[src/rtl/cdiv_pkg.sv]
// ----------------------------------------------------------------------------
// cdiv_pkg
// Shared types and constants of the complex divider pipeline.
// ----------------------------------------------------------------------------
package cdiv_pkg;

    // Width of the magnitude of a dot product (|p| and |q| are at most 2^31).
    localparam int MAG_W = 32;
    // Extra zero bits shifted in below the magnitude: 16 for Q16.16 plus
    // one for the half-step used by rounding.
    localparam int FRAC_W = 17;
    // Dividend bits and long-division steps per lane.
    localparam int NUM_W = MAG_W + FRAC_W;
    localparam int DIV_STEPS = NUM_W;
    // Quotient register width before the sticky high-bit flag.
    localparam int QUO_W = 34;

    localparam logic [31:0] Q_POS_MAX = 32'h7FFF_FFFF;
    localparam logic [31:0] Q_NEG_MAX = 32'h8000_0000;

    // One request: the dividend and the divisor.
    typedef struct packed {
        logic signed [15:0] dividend_real;
        logic signed [15:0] dividend_imag;
        logic signed [15:0] divisor_real;
        logic signed [15:0] divisor_imag;
    } in_item_t;

    // One result.
    typedef struct packed {
        logic signed [31:0] quotient_real;
        logic signed [31:0] quotient_imag;
        logic               overflow;
    } out_item_t;

    // State of one long-division lane.
    typedef struct packed {
        logic [MAG_W-1:0] rem;
        logic [QUO_W-1:0] quo;
        logic             big;
        logic [NUM_W-1:0] num;
    } lane_t;

    // Everything that travels down the divider stages.
    typedef struct packed {
        logic [31:0] den;
        logic        zero;
        logic        re_neg;
        logic        im_neg;
        lane_t       re;
        lane_t       im;
    } div_item_t;

endpackage

[src/rtl/cdiv_front.sv]
// ----------------------------------------------------------------------------
// cdiv_front
// Two register stages: the six products, then the squared divisor magnitude,
// the two dot products and the initial state of both division lanes.
// ----------------------------------------------------------------------------
module cdiv_front (
    input  logic                 clk,
    input  logic                 rst_n,
    input  logic                 en,
    input  logic                 in_valid,
    input  cdiv_pkg::in_item_t   in_data,
    output logic                 out_valid,
    output cdiv_pkg::div_item_t  out_data
);

    logic               a_valid_reg;
    logic signed [31:0] ac_reg, bd_reg, bc_reg, ad_reg, cc_reg, dd_reg;
    logic               b_valid_reg;
    cdiv_pkg::div_item_t b_data_reg;
    cdiv_pkg::div_item_t b_data_next;

    logic [31:0]        y;
    logic signed [32:0] p;
    logic signed [32:0] q;
    logic [32:0]        p_abs;
    logic [32:0]        q_abs;

    // Valid bits of both stages.
    always_ff @(posedge clk or negedge rst_n)
    begin
        if (!rst_n)
        begin
            a_valid_reg <= 1'b0;
            b_valid_reg <= 1'b0;
        end
        else if (en)
        begin
            a_valid_reg <= in_valid;
            b_valid_reg <= a_valid_reg;
        end
    end

    // Product stage.
    always_ff @(posedge clk)
    begin
        if (en)
        begin
            ac_reg <= in_data.dividend_real * in_data.divisor_real;
            bd_reg <= in_data.dividend_imag * in_data.divisor_imag;
            bc_reg <= in_data.dividend_imag * in_data.divisor_real;
            ad_reg <= in_data.dividend_real * in_data.divisor_imag;
            cc_reg <= in_data.divisor_real * in_data.divisor_real;
            dd_reg <= in_data.divisor_imag * in_data.divisor_imag;
        end
    end

    // Sums and magnitudes; each square is at most 2^30, so y fits 32 bits.
    always_comb
    begin
        y = 32'(cc_reg) + 32'(dd_reg);
        p = 33'(ac_reg) + 33'(bd_reg);
        q = 33'(bc_reg) - 33'(ad_reg);
        p_abs = p[32] ? 33'(-p) : 33'(p);
        q_abs = q[32] ? 33'(-q) : 33'(q);

        b_data_next.den    = y;
        b_data_next.zero   = (y == 32'd0);
        b_data_next.re_neg = p[32];
        b_data_next.im_neg = q[32];
        b_data_next.re.rem = '0;
        b_data_next.re.quo = '0;
        b_data_next.re.big = 1'b0;
        b_data_next.re.num = {p_abs[cdiv_pkg::MAG_W-1:0], {cdiv_pkg::FRAC_W{1'b0}}};
        b_data_next.im.rem = '0;
        b_data_next.im.quo = '0;
        b_data_next.im.big = 1'b0;
        b_data_next.im.num = {q_abs[cdiv_pkg::MAG_W-1:0], {cdiv_pkg::FRAC_W{1'b0}}};
    end

    // Sum stage.
    always_ff @(posedge clk)
    begin
        if (en)
        begin
            b_data_reg <= b_data_next;
        end
    end

    assign out_valid = b_valid_reg;
    assign out_data  = b_data_reg;

endmodule

[config.mk]
export PLATFORM = sky130hd
export DESIGN_NAME = cdiv_front
export DESIGN_NICKNAME = d
export VERILOG_FILES = /design/src/rtl/cdiv_pkg.sv /design/src/rtl/cdiv_front.sv
export SDC_FILE = /design/constraint.sdc
export NUM_CORES = 2
export LEC_CHECK = 0
export ABC_AREA = 1
export BUFFER_PORTS_ARGS = -buffer_cell sky130_fd_sc_hd__buf_4
export CAP_MARGIN = 20
export CORE_MARGIN = 2
export CORE_UTILIZATION = 55
export DETAILED_ROUTE_END_ITERATION = 7
export MAX_ROUTING_LAYER = met4
export PLACE_DENSITY = 0.72
export SLEW_MARGIN = 5
export SYNTH_ARGS = -nofsm -noshare
export SYNTH_HDL_FRONTEND = slang
export SYNTH_SLANG_ARGS = --single-unit
export TNS_END_PERCENT = 20
[constraint.sdc]
create_clock -name clk -period 3.35 [get_ports clk]
set_input_delay 0.335 -clock clk [delete_from_list [all_inputs] [get_ports clk]]
set_output_delay 0.335 -clock clk [all_outputs]
set_load 0.03 [all_outputs]
==> reports/results.txt <==
status = finished with violations
failing checks = setup timing
first-pass iteration count of the detailed router = 8
CP Class = in2reg
CTS tree = done
Synthesis Warnings = 0
number of global-route vias before repair = 67,454
WHS Path Cells = 2
clk root buf = clkbuf_16
final slew viol count = 0
routability congestion estimate = 0.977
die area = 142,000 um^2
placed cell areas = 88,500 um^2
htree depth = 2
post-route cell area = 96,200 um^2
Synth Cell Area = 76,300 um^2
Area growth syn-to-layout = 26.0%
period utilisation layout = 153%
Final Skew = 0.0399 ns
CP Data Required Time = 3.72 ns
mean post-synth cell area = 8.29 um^2
layout cells sized above 1 = 23.1%
busiest metal layer after global routing = met2
Rows = 136
final setup violation count = 158
CP startpoint = in_data[15]
first-pass GRT wire length = 352 mm
Die Span X = 377 um
Peak Freq = 0.196 GHz
IO Count = 336
ANT nets after route = 0
min-delay src = in_data[16]
reg2reg end = out_data[47]
CTS Buffer Depth = 3
Clock transition at path regs = 0.07 ns
Hold WC Path Type = in2reg
post-DR vias/cell = 5.18
Seq cells post-synth = 291
min cycle time layout = 5.11 ns
max FFs per register = 99
actual slew at the worst max-slew pin = 0.897 ns
# nets final = 12,649
MaxCap Viol Count = 0
routed vias = 63,597
initial core utilization = 55.5%
Worst Hold Endpoint = cc_reg[0]
RSZ-0062 raised after global routing = yes
initial antenna violation count = 5
CP most frequent cell = fa_1
residual DRC count = 0
placed wire-length estimate = 178 mm
Clk Latency, worst-skew pair = 0.65 ns
clk sink count = 291
Max transition margin = 40.2%
Iteration-0 DRC Markers = 4,356
gr ovfl total = 0
number of synthesized flops with an enable pin = 289
Port Buffers = 167
CP endpoint kind = flop
fin worst setup slack = -1.76 ns
Routed WL = 225 mm
length in cells of the worst reg-to-reg path = 17
register area share after synthesis = 11.4%
critical path peak fanout = 8
Final Hold Fails = 0
Synth cell types = 58
CP Data Arrival Time = 5.48 ns
DR WL/cell = 18.3 um
met3 Use GR = 4.75%
core footprint = 138,000 um^2
CP cell instances = buf_12, clkinvlp_4, buf_8, buf_12, clkbuf_4, nor2_1, fa_1, fa_1, fa_1, fa_1, fa_1, inv_2, fa_1, inv_2, ha_4, nand2_4, nor2_4, nand2_2, or4_4, o221ai_2, xor2_1
Async S/R FF share, synth = 0.687%
largest net degree at the start of global routing = 68
R2R Setup Slk = -0.01 ns
gr usage total = 32.6%
CP peak stage delay = 0.59 ns
worst r2r src = bc_reg[4]
met1 Use GR = 41.2%
Post-Synthesis Cells = 9,207
Top FF cell, synth = edfxtp_1
Worst path slowest cell = fa_1
met2 GRT Util = 52.8%
chip height = 377 um
crit start category = primary input
Inserted Clock Buffers = 41
[cell families after synthesis]
kind of cell | Yosys count | share of synthesized area (%)
other cells | 1 | 0.00491
compound gates | 600 | 4.46
flops | 291 | 11.4
xor+xnor | 328 | 3.83
fa+ha+maj | 2129 | 49.8
buf+inv | 3144 | 16.3
simple gates | 2714 | 14.2
[final cells by class]
class	instances	area [um^2]
Multi-Input combinational cell	5939	60100
Fill cell	10119	41500
Timing Repair Buffer	1473	13600
Inverter	2706	10200
Sequential cell	291	8730
Tap cell	1794	2240
Clock buffer	45	1040
Clock inverter	28	275
Antenna cell	6	15.0
[critical path: cells and delay by family]
kind	cells	cell delay, ns
buffers and inverters	7	0.85
AND/OR/NAND/NOR	5	0.73
adder cells (fa/ha/maj)	7	3.28
AO/OA/AOI/OAI	1	0.16
XOR/XNOR	1	0.09
[worst max-delay path by stage]
stage,endpoint,depth (start not counted)
global route,dd_reg[31],25
detailed placement,bc_reg[26],26
global placement,bc_reg[31],20
finish,bd_reg[29],21
CTS,ac_reg[27],26
floorplan,bd_reg[29],19
[layer usage]
| metal | wire [um] | part of all wire, % | vias up |
|---|---|---|---|
| met5 | 0 | 0 | - |
| met3 | 17800 | 7.9 | 625 |
| met1 | 87200 | 39 | 31465 |
| met2 | 107000 | 48 | 2487 |
| met4 | 12700 | 5.6 | 0 |
| li1 | - | - | 29020 |
[Yosys cell counts, types with 119 or more instances]
cell type	count	area share, %
fa_1	1516	40
edfxtp_1	289	11
nor2_1	387	1.9
xnor2_1	119	1.4
xor2_1	202	2.3
a21oi_1	289	1.9
buf_4	170	1.7
inv_1	2705	13
nand2_1	1987	9.8
clkbuf_1	200	0.98
ha_1	613	10
nand3_1	187	1.2
o21ai_0	145	0.95
[repair_timing]
item | 4_1_cts | 5_1_grt
hold buffers | 3 | 0
hold endpoints to repair | 3 | 0
endpoints found under the setup margin | 157 | 184
cloned | 15 | 6
pin swaps | 318 | 331
setup buffers | 122 | 66
resized for setup | 647 | 496
[placed cells by master, fill, tap and decap left out, types with 36 or more instances in the layout]
cell and count:
inv_1 2547, nand2_1 1838, fa_1 1424, buf_4 1208, ha_1 491, nor2_1 322
edfxtp_1 289, xor2_1 188, nand3_1 181, conb_1 168, a21oi_1 167, inv_2 153
ha_4 119, xnor2_1 113, nand2_2 102, buf_6 97, fa_2 92, a21oi_2 88
buf_12 85, o21ai_0 84, nand4_1 66, nand2_4 48, clkbuf_16 47, buf_8 42
nor2_2 41, o21ai_2 40, a21oi_4 36
[through the flow]
step	hold slack (ns)	setup TNS [ns]	setup WS, ns	util [%]	instances
after detailed placement	0.122	-343.50	-2.70	64.3	12013
after global routing	0.136	-226.65	-1.92	69.9	12282
after floorplan	0.0394	-240.64	-2.17	-	9374
after global placement	0.118	-333.77	-2.67	64.3	12013
final	0.162	-203.32	-1.76	69.9	12282
after CTS	0.110	-194.69	-1.68	68.2	12218
Power is not shown: default switching activity piles up to over one toggle a cycle in this logic, so the estimate is an artifact.
