[src/rtl/cdiv_pkg.sv]
// ----------------------------------------------------------------------------
// cdiv_pkg
// Shared types and constants of the complex divider pipeline.
// ----------------------------------------------------------------------------
package cdiv_pkg;

    // Width of the magnitude of a dot product (|p| and |q| are at most 2^31).
    localparam int MAG_W = 32;
    // Extra zero bits shifted in below the magnitude: 16 for Q16.16 plus
    // one for the half-step used by rounding.
    localparam int FRAC_W = 17;
    // Dividend bits and long-division steps per lane.
    localparam int NUM_W = MAG_W + FRAC_W;
    localparam int DIV_STEPS = NUM_W;
    // Quotient register width before the sticky high-bit flag.
    localparam int QUO_W = 34;

    localparam logic [31:0] Q_POS_MAX = 32'h7FFF_FFFF;
    localparam logic [31:0] Q_NEG_MAX = 32'h8000_0000;

    // One request: the dividend and the divisor.
    typedef struct packed {
        logic signed [15:0] dividend_real;
        logic signed [15:0] dividend_imag;
        logic signed [15:0] divisor_real;
        logic signed [15:0] divisor_imag;
    } in_item_t;

    // One result.
    typedef struct packed {
        logic signed [31:0] quotient_real;
        logic signed [31:0] quotient_imag;
        logic               overflow;
    } out_item_t;

    // State of one long-division lane.
    typedef struct packed {
        logic [MAG_W-1:0] rem;
        logic [QUO_W-1:0] quo;
        logic             big;
        logic [NUM_W-1:0] num;
    } lane_t;

    // Everything that travels down the divider stages.
    typedef struct packed {
        logic [31:0] den;
        logic        zero;
        logic        re_neg;
        logic        im_neg;
        lane_t       re;
        lane_t       im;
    } div_item_t;

endpackage

[src/rtl/cdiv_div_step.sv]
// ----------------------------------------------------------------------------
// cdiv_div_step
// One registered restoring-division step for both quotient lanes.
// ----------------------------------------------------------------------------
module cdiv_div_step (
    input  logic                 clk,
    input  logic                 rst_n,
    input  logic                 en,
    input  logic                 in_valid,
    input  cdiv_pkg::div_item_t  in_data,
    output logic                 out_valid,
    output cdiv_pkg::div_item_t  out_data
);

    logic                valid_reg;
    cdiv_pkg::div_item_t data_reg;
    cdiv_pkg::div_item_t data_next;

    // Shift one dividend bit into the remainder and subtract if it fits.
    function automatic cdiv_pkg::lane_t step(input cdiv_pkg::lane_t l, input logic [31:0] den);
        cdiv_pkg::lane_t r;
        logic [32:0]     trial;
        logic [32:0]     diff;
        logic            ge;
        trial = {l.rem, l.num[cdiv_pkg::NUM_W-1]};
        diff  = trial - {1'b0, den};
        ge    = (trial >= {1'b0, den});
        r.rem = ge ? diff[31:0] : trial[31:0];
        r.quo = {l.quo[cdiv_pkg::QUO_W-2:0], ge};
        r.big = l.big | l.quo[cdiv_pkg::QUO_W-1];
        r.num = {l.num[cdiv_pkg::NUM_W-2:0], 1'b0};
        return r;
    endfunction

    always_comb
    begin
        data_next    = in_data;
        data_next.re = step(in_data.re, in_data.den);
        data_next.im = step(in_data.im, in_data.den);
    end

    // Valid bit of this stage.
    always_ff @(posedge clk or negedge rst_n)
    begin
        if (!rst_n)
        begin
            valid_reg <= 1'b0;
        end
        else if (en)
        begin
            valid_reg <= in_valid;
        end
    end

    // Payload of this stage.
    always_ff @(posedge clk)
    begin
        if (en)
        begin
            data_reg <= data_next;
        end
    end

    assign out_valid = valid_reg;
    assign out_data  = data_reg;

endmodule

[config.mk]
export PLATFORM = sky130hd
export DESIGN_NAME = cdiv_div_step
export DESIGN_NICKNAME = d
export VERILOG_FILES = /design/src/rtl/cdiv_pkg.sv /design/src/rtl/cdiv_div_step.sv
export SDC_FILE = /design/constraint.sdc
export NUM_CORES = 1
export LEC_CHECK = 0
export CAP_MARGIN = 20
export CORE_MARGIN = 2
export CORE_UTILIZATION = 25
export DETAILED_ROUTE_END_ITERATION = 8
export DONT_BUFFER_PORTS = 1
export HOLD_SLACK_MARGIN = 0.03
export PLACE_DENSITY_LB_ADDON = 0.2
export SLEW_MARGIN = 10
export SYNTH_ARGS = -nofsm -noshare
export SYNTH_HDL_FRONTEND = slang
export SYNTH_SLANG_ARGS = --single-unit
export TNS_END_PERCENT = 50
[constraint.sdc]
create_clock -name clk -period 2.1 [get_ports clk]
set_input_delay 0.315 -clock clk [delete_from_list [all_inputs] [get_ports clk]]
set_output_delay 0.315 -clock clk [all_outputs]
set_load 0.01 [all_outputs]
==> flow_summary_export.csv, run 1 <==
group,metric,value,unit
timing,holdWs,-0.09940,ns
yosys,synth-xor-area-share,0.03750,
worst_setup_path,crit_chain,"inv_1, ha_4, a21o_1, a211o_1, o22a_1, o31ai_4, o41a_1, o21ai_2, nand2_4, buf_12, mux2_1",
worst_setup_path,slowest_delay,0.47,ns
placement,placed_area,15590,µm²
cts,numCtsBuffers,34,
worst_setup_path,cp-startpoint,"in_data[241]",
flow_run,drv_cap,0,
worst_setup_path,r2r_slack,0.74,ns
drt,ant_nets,0,
cts,cts.clk_slew.worst_paths,0.06,ns
drt,drt-total-wl,53180,µm
drt,drc,0,
floorplan,io_pins,539,
placement,dp_hpwl,39690,µm
yosys,ys_warn_count,0,
worst_setup_path,end_kind,"register",
drt,vias,9962,
power_and_ir_drop,power,16.43,mW
worst_setup_path,cpMaxStageDelayCell,"o41a_1",
drt,first_pass_iters,4,
timing,final-max-slew-violation-count,0,
hold_path,holdPathStages,0,
cells_and_area,stdcell_area,20090,µm²
hold_path,hold_end,"out_data[107]",
global_routing,grt_max_degree,267,
cts,hold_buffers,261,
timing,timing.final.crit_period,2.336,ns
yosys,yosys.area_share.adder,0.06666,
yosys,async_reset_ff_frac,0.003759,
global_routing,first_global_vias,10577,
worst_setup_path,start_kind,"primary input",
cells_and_area,drive_above_1_share,0.3258,
yosys,syn_area,12610,µm²
floorplan,rows,82,
timing,finalHoldViolCount,90,
hold_path,min_path_type,"primary input to register",
timing,rsz0062_at_grt,"yes",
timing,fin_ws,-0.2356,ns
yosys,synth_mux_area_frac,0.03730,
yosys,synthSimpleGateAreaFrac,0.08442,
worst_setup_path,critPathTopFamily,"compound AO/OA/AOI/OAI gates",
worst_setup_path,worstPathBufferInverterCount,2,
yosys,synth_edf_count,265,
cells_and_area,final_cell_mix,"270 x buf_4, 265 x edfxtp_1, 261 x dlygate4sd3_1, 56 x a21oi_1, 43 x nand2_1",
worst_setup_path,worstRegToRegCells,2,
timing,fmax,0.4282,GHz
yosys,syn_inst,941,
cts,cts-root-buf,"clkbuf_16",
drt,avgViaCountPerCell,4.557,
timing,relSlewSlack,0.5692,
global_routing,antenna_found_initial,3,
status,status,"finished, violations left",
worst_setup_path,worst_ep_required_time,2.39,ns
cells_and_area,final_common_cell,"buf_4",
power_and_ir_drop,vdd_drop_max,0.0005504,V
worst_setup_path,path_max_fanout,25,
placement,dpl.cell_count,1840,
yosys,seq_area_frac_synth,0.6329,
cells_and_area,area_growth,59.30,%
yosys,ys_ff_latch,266,
worst_setup_path,cp.arrival,2.62,ns
timing,skew,0,ns
drt,drt-initial-drc-count,424,
yosys,synth_top_family_by_area,"compound AO/OA/AOI/OAI gates",
cts,clock_latency,0.53,ns
worst_setup_path,r2r-start,"out_valid",
yosys,avgSynthCellArea,13.40,µm²
hold_path,min-delay-start,"en",
placement,gp_congestion,0.8659,
floorplan,core-area,49970,µm²
cells_and_area,final_cells,2186,
global_routing,grt_pass1_wl,74790,µm
floorplan,die_area,52270,µm²
yosys,synth_compound_area_frac,0.1131,
cts,clock_sinks,266,
status,violations,"hold timing, setup timing",
placement,pre_cts_ws,-1.194,ns
timing,tightest_slew,0.6462,ns
floorplan,die_y,228.6,µm
cts,cts_tree,"yes",
worst_setup_path,rr_endpoint,"out_valid",
global_routing,grt_overflow_total,0,
drt,wl_per_cell,24.33,µm
worst_setup_path,critPathKind,"primary input to register",
floorplan,die_w,228.6,µm
yosys,synth_flop_cell,"edfxtp_1",
cells_and_area,finalNetCount,1825,
power_and_ir_drop,p_per_area,817.8,nW/µm²
yosys,synth.distinct_cells,68,
cts,htreeDepth,2,
cts,clock_path_buffers,3,
global_routing,grt_util_all_layers,0.1980,
timing,fin_crit_sh,1.112,
placement,port_buffers,0,
floorplan,initial_core_util,0.2524,
timing,setup_viol,63,
power_and_ir_drop,leakage,7.816,nW
-- final cells by class --
type,instances,area [µm²]
antenna,1,2.502
clock buffer,39,890.9
clock inverter,22,255.2
fill,4748,29870
inverter,51,225.2
multi-input combinational,593,5085
sequential,266,7983
tap,672,840.8
timing repair buffer,541,4805
timing repair inverter,1,6.256
-- worst max-delay path by stage --
stage / endpoint / slack (ns) / cells past startpoint
floorplan: out_data[100] / -0.62 / 12
global placement: out_data[226] / -1.16 / 12
global route: out_data[86] / -0.29 / 11
CTS: out_data[86] / -0.23 / 11
detailed placement: out_data[226] / -1.19 / 12
finish: out_data[86] / -0.24 / 11
-- per-layer routing --
metal,wire [µm],track usage
met3,3759,0.05938
met1,19730,0.2133
met5,0,0
met4,1651,0.06005
met2,28040,0.3701
-- power by group --
part           leakage (nW)  total (mW)  switching [mW]  internal, mW
combinational          4.67        3.27            1.44          1.82
clock                 0.537        6.00            2.42          3.58
sequential             2.61        7.17           0.630          6.54
-- timing repair --
action | CTS | global route
resized for setup | 86 | 49
hold endpoints to repair | 485 | 204
setup endpoints to repair | 64 | 66
pin swaps | 39 | 11
setup buffers | 20 | 3
cloned | 1 | 2
-- flip-flops by register name (all words and copies together), names as in the netlist --
name,count
out_data,265
out_valid,1
-- logic make-up after synthesis --
| kind of cell | after synthesis |
|---|---|
| other cells | 1 |
| simple gates | 215 |
| xor+xnor | 54 |
| compound gates | 222 |
| fa+ha+maj | 66 |
| mux | 34 |
| buf+inv | 83 |
| flops | 266 |
-- worst reg2reg max path, stage by stage, from the launching register on --
cell	delay, ns
dfrtp_1	0.42
mux2_2	0.27
dlygate4sd3_1	0.56
-- cells in the mapped netlist (all sizes together) (3+ instances only) --
cell type / number / share of area
and3: 8 / 0.0040
a21oi: 74 / 0.030
o21bai: 10 / 0.0060
edfxtp: 265 / 0.63
a211oi: 6 / 0.0036
mux2i: 5 / 0.0040
ha: 64 / 0.063
o31ai: 5 / 0.0030
nand4: 13 / 0.0069
nor2: 60 / 0.018
nor3b: 4 / 0.0024
buf: 14 / 0.0073
o311ai: 3 / 0.0021
a21boi: 5 / 0.0030
a31oi: 6 / 0.0030
a211o: 3 / 0.0021
xor2: 22 / 0.015
nor2b: 9 / 0.0045
and2: 4 / 0.0020
or2: 5 / 0.0025
nor3: 8 / 0.0032
a311oi: 4 / 0.0028
a2111oi: 4 / 0.0028
or3: 5 / 0.0025
o21a: 10 / 0.0060
nand2: 53 / 0.016
o211ai: 7 / 0.0042
o21ai: 44 / 0.017
a41oi: 3 / 0.0021
or4: 5 / 0.0030
nand2b: 13 / 0.0064
a221oi: 3 / 0.0021
inv: 51 / 0.015
xnor2: 32 / 0.022
a21o: 19 / 0.011
clkbuf: 18 / 0.0054
nand3: 20 / 0.0079
mux2: 29 / 0.033
-- per-stage QoR --
stage | TNS, ns | util
floorplan | -25.61 | -
global placement | -55.73 | 0.3120
detailed placement | -56.31 | 0.3120
CTS | -7.790 | 0.3983
global route | -14.06 | 0.4021
finish | -9.080 | 0.4021
Power figures use the tool's default switching activity.
==> inputs of run 2 (changes only) <==
ABC_AREA = 1   (was not set)
CTS_CLUSTER_DIAMETER = 120   (was not set)
==> flow_summary_export.csv, run 2 <==
group,metric,value,unit
cells_and_area,final_common_cell,"nand2_1",
floorplan,io_pins,539,
yosys,syn_inst,1568,
status,violations,"hold timing",
drt,drc,0,
yosys,synth_flop_cell,"edfxtp_1",
drt,first_pass_iters,5,
drt,drt-initial-drc-count,554,
yosys,synth_edf_count,265,
yosys,synthTopCellsByCount,"583 x nand2_1, 281 x inv_1, 265 x edfxtp_1",
drt,ant_nets,0,
yosys,synth.distinct_cells,35,
global_routing,first_global_vias,12588,
timing,timing.final.crit_period,1.754,ns
floorplan,rows,87,
timing,finalHoldViolCount,33,
timing,relSlewSlack,0.2059,
worst_setup_path,cpMaxStageDelayCell,"ha_1",
worst_setup_path,worst_ep_required_time,2.44,ns
worst_setup_path,cp.arrival,2.09,ns
placement,dpl.cell_count,2533,
cts,clock_sinks,266,
drt,wl_met2,33200,µm
cts,cts-root-buf,"clkbuf_16",
global_routing,antenna_found_initial,2,
cells_and_area,drive_above_1_share,0.1593,
yosys,synth_top_area_frac,0.5580,
drt,drt-total-wl,61580,µm
power_and_ir_drop,sw_frac_of_total,0.2861,
yosys,ys_warn_count,0,
timing,tightest_slew,1.191,ns
timing,setup_viol,0,
timing,holdWs,-0.1566,ns
timing,skew,0,ns
placement,port_buffers,0,
cts,clock_latency,0.59,ns
worst_setup_path,start_kind,"primary input",
global_routing,grt_pass1_wl,86880,µm
cells_and_area,final_cells,2860,
yosys,ys_ff_latch,266,
cts,clock_path_buffers,3,
worst_setup_path,r2r_slack,0.74,ns
worst_setup_path,end_kind,"register",
timing,fmax,0.5702,GHz
worst_setup_path,crit_chain,"inv_1, buf_12, ha_1, nand2_1, buf_4, nor2_1, inv_1, nor3_1, buf_4, and2_1, nand2_1, nand2_1, nand2_1, nand3_2, nand2_1",
floorplan,die_area,58970,µm²
hold_path,min_path_type,"primary input to register",
drt,met1_length,23170,µm
worst_setup_path,critPathKind,"primary input to register",
cts,ctsResizeCount,0,
cells_and_area,area_growth,44.53,%
power_and_ir_drop,p_per_area,773.5,nW/µm²
drt,wl_per_cell,21.53,µm
cts,numCtsBuffers,31,
cells_and_area,finalNetCount,2415,
yosys,yosys.cell_count.top_type,"nand2_1",
yosys,syn_area,14260,µm²
floorplan,initial_core_util,0.2529,
cts,htreeDepth,1,
flow_run,drv_cap,0,
power_and_ir_drop,internal_power,11.38,mW
floorplan,die_w,242.8,µm
floorplan,core-area,56390,µm²
status,status,"finished, violations left",
cts,post_cts_buffers,0,
yosys,ys_top_cells_by_area,"edfxtp_1 56%, nand2_1 15%, inv_1 7.4%, ha_1 5.6%, nand3_1 3.9%",
cells_and_area,largest_register_ffs,265,
floorplan,die_y,242.8,µm
yosys,synth_top_cell_by_area,"edfxtp_1",
cts,hold_buffers,268,
global_routing,grt_max_degree,267,
global_routing,grt_util_all_layers,0.2025,
worst_setup_path,slowest_delay,0.32,ns
cells_and_area,final_cell_mix,"583 x nand2_1, 281 x inv_1, 268 x dlygate4sd3_1, 265 x edfxtp_1, 224 x buf_4",
cts,cts_tree,"yes",
placement,gp_congestion,0.8940,
power_and_ir_drop,p_sw,4.560,mW
worst_setup_path,crit_top_cell,"nand2_1",
yosys,seq_area_frac_synth,0.5597,
drt,avgViaCountPerCell,4.323,
yosys,async_reset_ff_frac,0.003759,
yosys,avgSynthCellArea,9.095,µm²
timing,final-max-slew-violation-count,0,
timing,fin_ws,0.3461,ns
power_and_ir_drop,clkPwrFrac,0.370,
power_and_ir_drop,combPwrFrac,0.182,
drt,wl_met3,3447,µm
power_and_ir_drop,p_seq_frac,0.448,
worst_setup_path,path_max_fanout,4,
drt,top_layer,"met4",
timing,fin_crit_sh,0.8352,
cts,cts.clk_slew.worst_paths,0.06,ns
cells_and_area,utilization,0.3655,
placement,dp_hpwl,47480,µm
power_and_ir_drop,leakage,9.663,nW
timing,rsz0062_at_grt,"no",
power_and_ir_drop,vdd_drop_max,0.0005322,V
drt,vias,12364,
placement,pre_cts_ws,-0.2824,ns
global_routing,grt_overflow_total,0,
run 2: per-layer routing:
layer  global-route usage  up-vias
met5                    0        -
met4              0.05540        0
met3              0.04058       71
met2               0.3938      452
met1               0.2201     5804
li1                     -     6037
run 2: per-stage QoR:
step	total power, mW	instance area, µm²	setup TNS [ns]	hold slack, ns
5_1_grt	16.70	20610	0	-0.1939
3_3_place_gp	9.738	16820	-14.72	0.01944
3_5_place_dp	9.738	16820	-14.51	0.01944
2_1_floorplan	8.402	14260	0	0.01941
6_report	15.94	20610	0	-0.1566
4_1_cts	16.20	20610	0	-0.1945
run 2: worst paths after layout:
kind	from	end	cells past startpoint
min reg2reg	out_valid	out_valid	2
max reg2reg	out_valid	out_valid	2
min in group asynchronous	rst_n	out_valid	2
max	in_data[255]	out_data[230]	15
min	en	out_data[105]	0
max in group asynchronous	rst_n	out_valid	2
run 2: cell families after synthesis:
logic type / Yosys count / synth area share
compound gates: 45 / 0.01632
xor+xnor: 28 / 0.01720
buf+inv: 303 / 0.08624
fa+ha+maj: 66 / 0.05896
mux: 1 / 0.0007896
other cells: 1 / 0.0002630
flops: 266 / 0.5597
simple gates: 858 / 0.2605
run 2: power groups by stage:
stage | sequential [mW] | combinational [mW] | clock, mW
2_1_floorplan | 6.99 | 1.41 | 0
3_3_place_gp | 7.28 | 2.45 | 0
3_5_place_dp | 7.27 | 2.47 | 0
4_1_cts | 7.16 | 2.93 | 6.10
5_1_grt | 7.16 | 3.24 | 6.31
6_report | 7.14 | 2.91 | 5.90
run 2: worst max-delay path, delay by kind of cell:
kind	cells	cell delay [ns]
adder cells (fa/ha/maj)	1	0.32
buffers and inverters	5	0.59
AND/OR/NAND/NOR	9	0.86
run 2: layout make-up:
class / instances / area [µm²]
antenna: 1 / 2.502
clock buffer: 32 / 779.5
clock inverter: 26 / 325.3
fill: 5815 / 35780
inverter: 282 / 1059
multi-input combinational: 1000 / 5052
sequential: 266 / 7983
tap: 756 / 945.9
timing repair buffer: 497 / 4464
==> inputs of run 3 (changes only) <==
clock period = 1.7 ns   (was 2.1 ns; I/O delays follow)
==> flow_summary_export.csv, run 3 (synthesis gave the netlist of run 2 again) <==
group,metric,value,unit
drt,drc,0,
power_and_ir_drop,sw_frac_of_total,0.2850,
global_routing,grt_util_all_layers,0.2137,
cts,hold_buffers,269,
cts,cts.clk_slew.worst_paths,0.06,ns
cts,cts_tree,"yes",
drt,vias,12513,
floorplan,initial_core_util,0.2529,
status,status,"finished, violations left",
power_and_ir_drop,p_seq_frac,0.432,
timing,holdWs,-0.1746,ns
placement,dp_hpwl,49760,µm
floorplan,die_y,242.8,µm
cells_and_area,drive_above_1_share,0.2086,
global_routing,grt_pass1_wl,90550,µm
floorplan,core-area,56390,µm²
timing,fin_crit_sh,1.021,
drt,wl_per_cell,22.90,µm
cts,clock_latency,0.55,ns
worst_setup_path,worstRegToRegCells,2,
worst_setup_path,critPathKind,"primary input to register",
timing,timing.final.crit_period,1.736,ns
hold_path,hold_end,"out_data[187]",
timing,fmax,0.5759,GHz
drt,drt-initial-drc-count,596,
drt,first_pass_iters,5,
power_and_ir_drop,clkPwrFrac,0.381,
timing,final-max-slew-violation-count,0,
power_and_ir_drop,p_sw,5.852,mW
drt,ant_nets,0,
timing,skew,0,ns
cts,clock_path_buffers,3,
cts,numCtsBuffers,34,
status,violations,"hold timing, setup timing",
floorplan,io_pins,539,
floorplan,rows,87,
global_routing,grt_max_degree,267,
drt,avgViaCountPerCell,4.345,
worst_setup_path,path_max_fanout,8,
cells_and_area,n_antenna_cell,0,
power_and_ir_drop,internal_power,14.68,mW
cts,clock_sinks,266,
cells_and_area,finalNetCount,2435,
hold_path,min-delay-start,"en",
cells_and_area,area_growth,50.49,%
timing,fin_ws,-0.03627,ns
placement,dpl.cell_count,2539,
global_routing,first_global_vias,12763,
timing,finalHoldViolCount,157,
worst_setup_path,worst_ep_required_time,2.00,ns
flow_run,drv_cap,0,
power_and_ir_drop,leakage,9.873,nW
cts,htreeDepth,2,
worst_setup_path,start_kind,"primary input",
cells_and_area,multi_input_area,5574,µm²
floorplan,die_w,242.8,µm
worst_setup_path,end_kind,"register",
floorplan,die_area,58970,µm²
drt,drt-total-wl,65940,µm
worst_setup_path,cp.arrival,2.04,ns
global_routing,antenna_found_initial,2,
hold_path,holdPathStages,0,
hold_path,min_path_type,"primary input to register",
power_and_ir_drop,vdd_drop_max,0.0007914,V
cells_and_area,num-fill-cells,5847,
power_and_ir_drop,p_per_area,956.6,nW/µm²
timing,setup_viol,25,
timing,rsz0062_at_grt,"yes",
cells_and_area,largest_register_ffs,265,
placement,port_buffers,0,
global_routing,grt_overflow_total,0,
cells_and_area,final_cell_mix,"555 x nand2_1, 274 x inv_1, 269 x dlygate4sd3_1, 265 x edfxtp_1, 226 x buf_4",
cells_and_area,final_cells,2880,
worst_setup_path,r2r_slack,0.35,ns
worst_setup_path,r2r-start,"out_valid",
worst_setup_path,rr_endpoint,"out_valid",
cells_and_area,final_common_cell,"nand2_1",
power_and_ir_drop,combPwrFrac,0.188,
placement,gp_congestion,0.8621,
cts,cts-root-buf,"clkbuf_16",
cells_and_area,seq_area,7983,µm²
[run 3: cell types whose count changed in the layout (fill, tap and decap cells not counted), sizes merged, moves of 2 or more]
cell      before  now
clkinv         9   11
inv          290  281
clkinvlp       3    7
clkbuf        32   41
buf          229  241
[run 3: worst max-delay path by stage]
stage,start,endpoint,cells past startpoint
finish,in_data[252],out_data[113],13
global route,in_data[255],out_data[108],13
CTS,in_data[255],out_data[200],16
detailed placement,in_data[254],out_data[200],16
global placement,in_data[256],out_data[107],12
floorplan,in_data[238],out_data[103],14
[run 3: worst max-delay path, stage by stage]
cell and delay [ns]:
inv_1 0.10, ha_1 0.32, buf_4 0.14, nand2_2 0.08, nor2_4 0.12, inv_2 0.06, nor2_4 0.11, inv_2 0.06
nor3_4 0.27, nand2_8 0.16, clkbuf_16 0.23, nand3_2 0.07, nand2_1 0.05
[run 3: power groups by stage]
stage,sequential [mW],clock (mW),combinational [mW]
2_1_floorplan,8.63,0,1.77
3_3_place_gp,9.05,0,3.08
3_5_place_dp,9.03,0,3.09
4_1_cts,8.91,8.07,3.70
5_1_grt,8.90,8.30,4.27
6_report,8.86,7.82,3.85
[run 3: cell type report]
cell class | instances | share of cell area
inverter | 282 | 0.05002
sequential | 266 | 0.3719
multi-input combinational | 1001 | 0.2597
clock inverter | 24 | 0.01516
timing repair buffer | 513 | 0.2187
tap | 756 | 0.04407
clock buffer | 38 | 0.04034
[run 3: routing by layer]
layer	vias up	GRT usage	part of all wire
li1	6066	-	-
met3	57	0.05838	0.068
met2	420	0.4039	0.52
met1	5968	0.2389	0.39
met4	2	0.04078	0.018
met5	-	0	0.00020
[run 3: through the flow]
step	util	cell area, µm²	setup TNS [ns]	setup WS, ns	total power [mW]
final	0.3806	21460	-0.4844	-0.03627	20.53
after global routing	0.3806	21460	-3.080	-0.09899	21.48
after CTS	0.3709	20920	0	0.0007809	20.68
after detailed placement	0.3009	16970	-43.03	-0.7270	12.12
after global placement	0.3009	16970	-41.72	-0.6887	12.13
after floorplan	-	14350	-8.726	-0.1478	10.40
[run 3: timing repair]
action / 4_1_cts / 5_1_grt
gates cloned: 0 / 5
resized for setup: 9 / 97
setup buffers: 4 / 1
setup endpoints to repair: 62 / 66
pin swaps: 3 / 17
hold endpoints to repair: 530 / 265
